**src/rtl/core/poi_ctrl.sv**
```systemverilog
// controller: accepts requests, closes the polygon and launches the inset pass
module poi_ctrl (
   input  logic             clock,
   input  logic             reset,
   input  logic             req_valid,
   output logic             req_ready,
   input  logic             req_last,
   input  logic             emit_busy,
   output logic             load_en,
   output logic             close_en,
   output logic             emit_start
);
   localparam logic [1:0] StLoad  = 2'd0;
   localparam logic [1:0] StClose = 2'd1;
   localparam logic [1:0] StStart = 2'd2;
   localparam logic [1:0] StRun   = 2'd3;

   logic [1:0] state_ff, state_in;

   assign req_ready = (state_ff == StLoad);
   assign load_en = req_valid && req_ready;
   assign close_en = (state_ff == StClose);
   assign emit_start = (state_ff == StStart);

   always_comb begin
      state_in = state_ff;
      unique case (state_ff)
         StLoad:  if (load_en && req_last) state_in = StClose;
         StClose: state_in = StStart;
         StStart: state_in = StRun;
         StRun:   if (!emit_busy) state_in = StLoad;
         default: state_in = StLoad;
      endcase
   end

   always_ff @(posedge clock) begin
      if (reset) begin
         state_ff <= StLoad;
      end else begin
         state_ff <= state_in;
      end
   end

   assert property (@(posedge clock) disable iff (reset)
      load_en && req_last |=> close_en)
      else $error("closing request did not close polygon");
   assert property (@(posedge clock) disable iff (reset)
      close_en |=> emit_start)
      else $error("inset pass not launched");
   assert property (@(posedge clock) disable iff (reset)
      emit_start |-> !req_ready)
      else $error("request taken during inset pass");
endmodule

```
**config.mk**
```make
export PLATFORM = sky130hd
export DESIGN_NAME = poi_ctrl
export DESIGN_NICKNAME = d
export VERILOG_FILES = /design/src/rtl/core/poi_ctrl.sv
export SDC_FILE = /design/constraint.sdc
export NUM_CORES = 1
export LEC_CHECK = 0
export ABC_AREA = 1
export BUFFER_PORTS_ARGS = -buffer_cell sky130_fd_sc_hd__buf_2
export CAP_MARGIN = 25
export CORE_AREA = 4 4 41 43
export DETAILED_ROUTE_END_ITERATION = 6
export DIE_AREA = 0 0 45 47
export GPL_ROUTABILITY_DRIVEN = 0
export PLACE_DENSITY = 0.42
export SLEW_MARGIN = 25
export SYNTH_ARGS = -nofsm -noshare
export SYNTH_HDL_FRONTEND = slang
export SYNTH_SLANG_ARGS = --single-unit
```
**constraint.sdc**
```tcl
create_clock -name clock -period 3.1 [get_ports clock]
set_clock_uncertainty 0.2 [all_clocks]
set_input_delay 0.62 -clock clock [delete_from_list [all_inputs] [get_ports clock]]
set_output_delay 0.62 -clock clock [all_outputs]
set_load 0.02 [all_outputs]
```
Yosys cells after proc, flatten, opt, wreduce, memory -nomap -nowiden
Cells that the tools add are included.
- output and inout port bits: 4
- bits of input ports: 5
- memories: 0
- register bits: 2
- memory bits (read-only): 0
- bits in writable memories: 0
- word-level logic and storage cells: 13
- latch bits: 0
- eq/ne operators: 5
- mux-type cells: 3
- shift-type cells: 0
- divide/modulo/power cells: 0
- bitwise logic cells: 0
- $lt $le $gt $ge: 0
- reduce and logical (&&, ||, !) cells: 4
- add/subtract/negate cells: 0
- $mul: 0
- operators with widths (operator ; count):
    $pmux 2 s4 ; 1
    $eq 2x2->1 const B ; 2
    $mux 2 ; 2
    $eq 2x1->1 const B ; 1
    $logic_and 1x1->1 ; 2
    $logic_not 2->1 ; 1
    $ne 2x1->1 const B ; 1
    $ne 2x2->1 const B ; 1
    $reduce_and 2->1 ; 1

Longest topological paths before layout
- word-level depth: 5
- mapped depth: 6
- gate-level depth less buffers: 6

Worst setup path before layout
Ideal clock, no wire load.
- path kind: reg-to-output
- from: register state_ff[0]
- to: output load_en
- arrival: 935 ps
- buffers on the path: 0
- required time: 2280 ps
- stages on the path, launching flop included: 5
- slack: 1345 ps
- cells stage by stage: dfxtp_1 inv_1 ha_1 nand2_1 inv_1
- longest elaborated chain between the ends: 2
- RTL lines (item ; RTL line ; RTL):
    from (decl) ; 18 ; logic [1:0] state_ff, state_in;
    from (signal assigned) ; 38 ; state_ff <= StLoad;
    from (signal assigned) ; 40 ; state_ff <= state_in;
    $logic_not 2->1 ; 20 ; assign req_ready = (state_ff == StLoad);
    named net req_ready ; 6 ; output logic req_ready,
    $logic_and 1x1->1 ; 21 ; assign load_en = req_valid && req_ready;
    to (decl) ; 9 ; output logic load_en,
The timed path passes the listed nets, and every way through them passes these cells.

Final worst setup path
- from: register state_ff[0]
- to: output load_en
- longest elaborated chain between the ends: 2
- RTL lines (item ; RTL line):
    $logic_not 2->1 ; 20
    $logic_and 1x1->1 ; 21
No other way between the ends.

==> key figures <==
Timing
  • Crit share post-route: between 60 and 70%
  • Endpoints failing setup: 0
  • Minimum clock period: roughly 2000 ps
  • Final Max Tran Viols: 0
  • Setup TNS Final: 0 ps
  • Worst slew margin: ~89%
  • Worst-margin pin slew: roughly 160 ps
  • Final hold violations: 0
  • Peak Freq: approximately 500 MHz
  • RSZ-0062 raised after global routing: false

Synthesis
  • Syn nets: 33
  • Largest family of logic cells by synthesized area: adder cells
  • Post-synthesis sequential area ratio: between 20% and 30%
  • Synth warn: 0
  • Register bit total from synthesis: 2
  • Mapped Area: 172.7 µm²
  • Synth Area in XOR/XNOR: 0%
  • Distinct cells, synth: 9
  • Largest cells by area after synthesis: ha_1 29%, dfxtp_1 23%, inv_1 13%, nand2_1 8.7%, nand2_2 7.2%
  • Post-synthesis simple-gate area fraction: a little over a quarter
  • Mux cell area share after synthesis: 0%
  • Post-synthesis adder-cell area fraction: about 29%
  • Synth Instances: 24
  • Yosys top cell by area: ha_1
  • Synth Area in Compound Gates: 8.696%
  • Yosys top cell area share: between 20 and 30%
  • Syn_area_per_cell: between 7 and 8 µm²

Clock network
  • CTS buffer count: 3
  • Clock slew at reported path FFs: around 30 ps
  • Post-CTS Setup Inserts: 0
  • CTS tree: done
  • Root Driver: clkbuf_4
  • Clk Latency, worst-skew pair: between 200 and 250 ps
  • CTS sink count: 2
  • PostCTS Resize Cnt: 0
  • Clk buf depth: 2
  • CTS Hold Bufs: 0
  • H-tree lvl count: 1

GRT
  • Initial antenna violation count: 0
  • Largest net degree at the start of global routing: 5
  • Vias in the first global route: 155
  • Total global-route track usage: between 4 and 5%
  • First-pass GRT wire length: about 570 µm
  • Congestion Overflow GR: 0

Worst setup path
  • Worst path required time: about 2300 ps
  • Critical-path cell list: inv_1 -> ha_1 -> nand2_1 -> inv_1 -> buf_2
  • Buffers & Inverters on Critical Path: 3
  • Delay of the slowest critical-path stage: 380 ps
  • CP Launch Type: flop
  • Worst Path Arrival: roughly 1200 ps
  • Most common cell on crit path: inv_1
  • Critical path's slowest cell: dfxtp_1
  • CP Class: reg -> out
  • CP Max Fanout: 4
  • Critical path's top delay family: flip-flops
  • Crit path capture type: output pin

Outcome
  • Status: finished, final reports clean

Power and ir drop
  • PwrDens: 1097 mW/mm²
  • Leakage: about 0.15 nW
  • Sequential Power Share: roughly 19%
  • Tot Pwr: 0.2786 mW
  • Combinational group share of total power: between 60% and 70%
  • VDD IR-drop max: 346.5 µV
  • Sw Pwr: roughly 0.13 mW
  • Sw frac: approximately 48%
  • Clock Power Share: between 20% and 30%
  • Int Power: approximately 0.15 mW

Floorplan
  • Site Rows: 13
  • Die height: 47 µm
  • Initial core utilization: about an eighth
  • Die X: roughly 45 µm
  • CORE AREA: roughly 0.0013 mm²
  • Die ar.: between 0.002 and 0.0025 mm²
  • I/O Pins: 9

Route
  • Via count: about 160
  • Initial DRC Count: 3
  • Remaining DRCs: 0
  • First drt pass iteration count: 2
  • Routed WL per cell: 7.200 µm
  • Drt total wl: between 300 and 400 µm
  • DRT antenna net count: 0
  • Vias/cell: between 3 and 4

Layout
  • Layout cell share with drive strength beyond 1: between 40% and 50%
  • Final net count: 46
  • Reg with most FFs: state_ff
  • Top flop regs: state_ff x2
  • Max FFs per register: 2
  • N_diodes: 0
  • Area grow syn2layout: 47.10%
  • Commonest non-fill, non-tap cell in the layout: buf_2
  • Most frequent cells in the layout: 8 x buf_2, 6 x inv_1, 4 x nand2_1, 4 x ha_1, 3 x clkbuf_4

Place
  • DP HPWL: between 200 and 300 µm
  • PortBufs: 8

Worst hold path
  • Worst Hold Class: reg -> reg

Job
  • Maxcap violations: 0
==> power groups by stage <==
stage / clock, mW / sequential, mW / combinational, mW
after detailed placement: 0 / 0.0541 / 0.172
after floorplan: 0 / 0.0501 / 0.136
after global routing: 0.0650 / 0.0546 / 0.193
after global placement: 0 / 0.0538 / 0.175
final: 0.0556 / 0.0538 / 0.169
after CTS: 0.0591 / 0.0536 / 0.173
==> kinds of logic (layout without fill, tap and decap cells) <==
logic type	Yosys count	in the layout
compound gates	3	3
fa+ha+maj	4	4
buf+inv	6	17
simple gates	9	9
flops	2	2
==> through the flow <==
stage	hold slack, ps	util, %	setup WS (ps)	instance area, µm²	std cells
finish	351.9	19.52	1107	254.0	50
global route	385.0	19.52	1029	254.0	50
CTS	353.9	19.52	1104	254.0	50
detailed placement	351.8	17.79	1329	231.5	47
global placement	350.7	17.79	1329	231.5	47
floorplan	291.8	-	1345	172.7	24
==> Yosys cell counts <==
master,number
inv_1,6
ha_1,4
nand2_1,4
a21oi_1,2
dfxtp_1,2
nand2_2,2
nor2_1,2
nand3_2,1
o21ai_1,1
==> final timing paths <==
path | start | end | slack [ps] | cells past startpoint
worst max-delay path | state_ff[0] | load_en | 1110 | 5
worst min-delay path | state_ff[1] | state_ff[1] | 350 | 2
worst max register to register | state_ff[0] | state_ff[0] | 1780 | 6
worst min register to register | state_ff[1] | state_ff[1] | 350 | 2
==> tightest hold or removal path: stages (launching register included) <==
cell,delay [ps]
dfxtp_1,330
a21oi_1,120
nor2_1,60
==> final cells by class <==
class	instances	area, µm²
fillers	156	1047
multi-input cells	16	110.1
flip-flops and latches	2	40.04
repair buffers	8	40.04
clock buffers	3	22.52
inverters	6	22.52
well taps	15	18.77
==> per-layer routing <==
layer	up-vias	GRT usage [%]	part of all wire, %
met5	-	0	0
met4	0	5.263	0
met3	0	2.682	8.1
met2	4	4.802	40
met1	58	4.525	51
li1	93	-	-
Note: power is estimated with default switching activity, not from simulation.
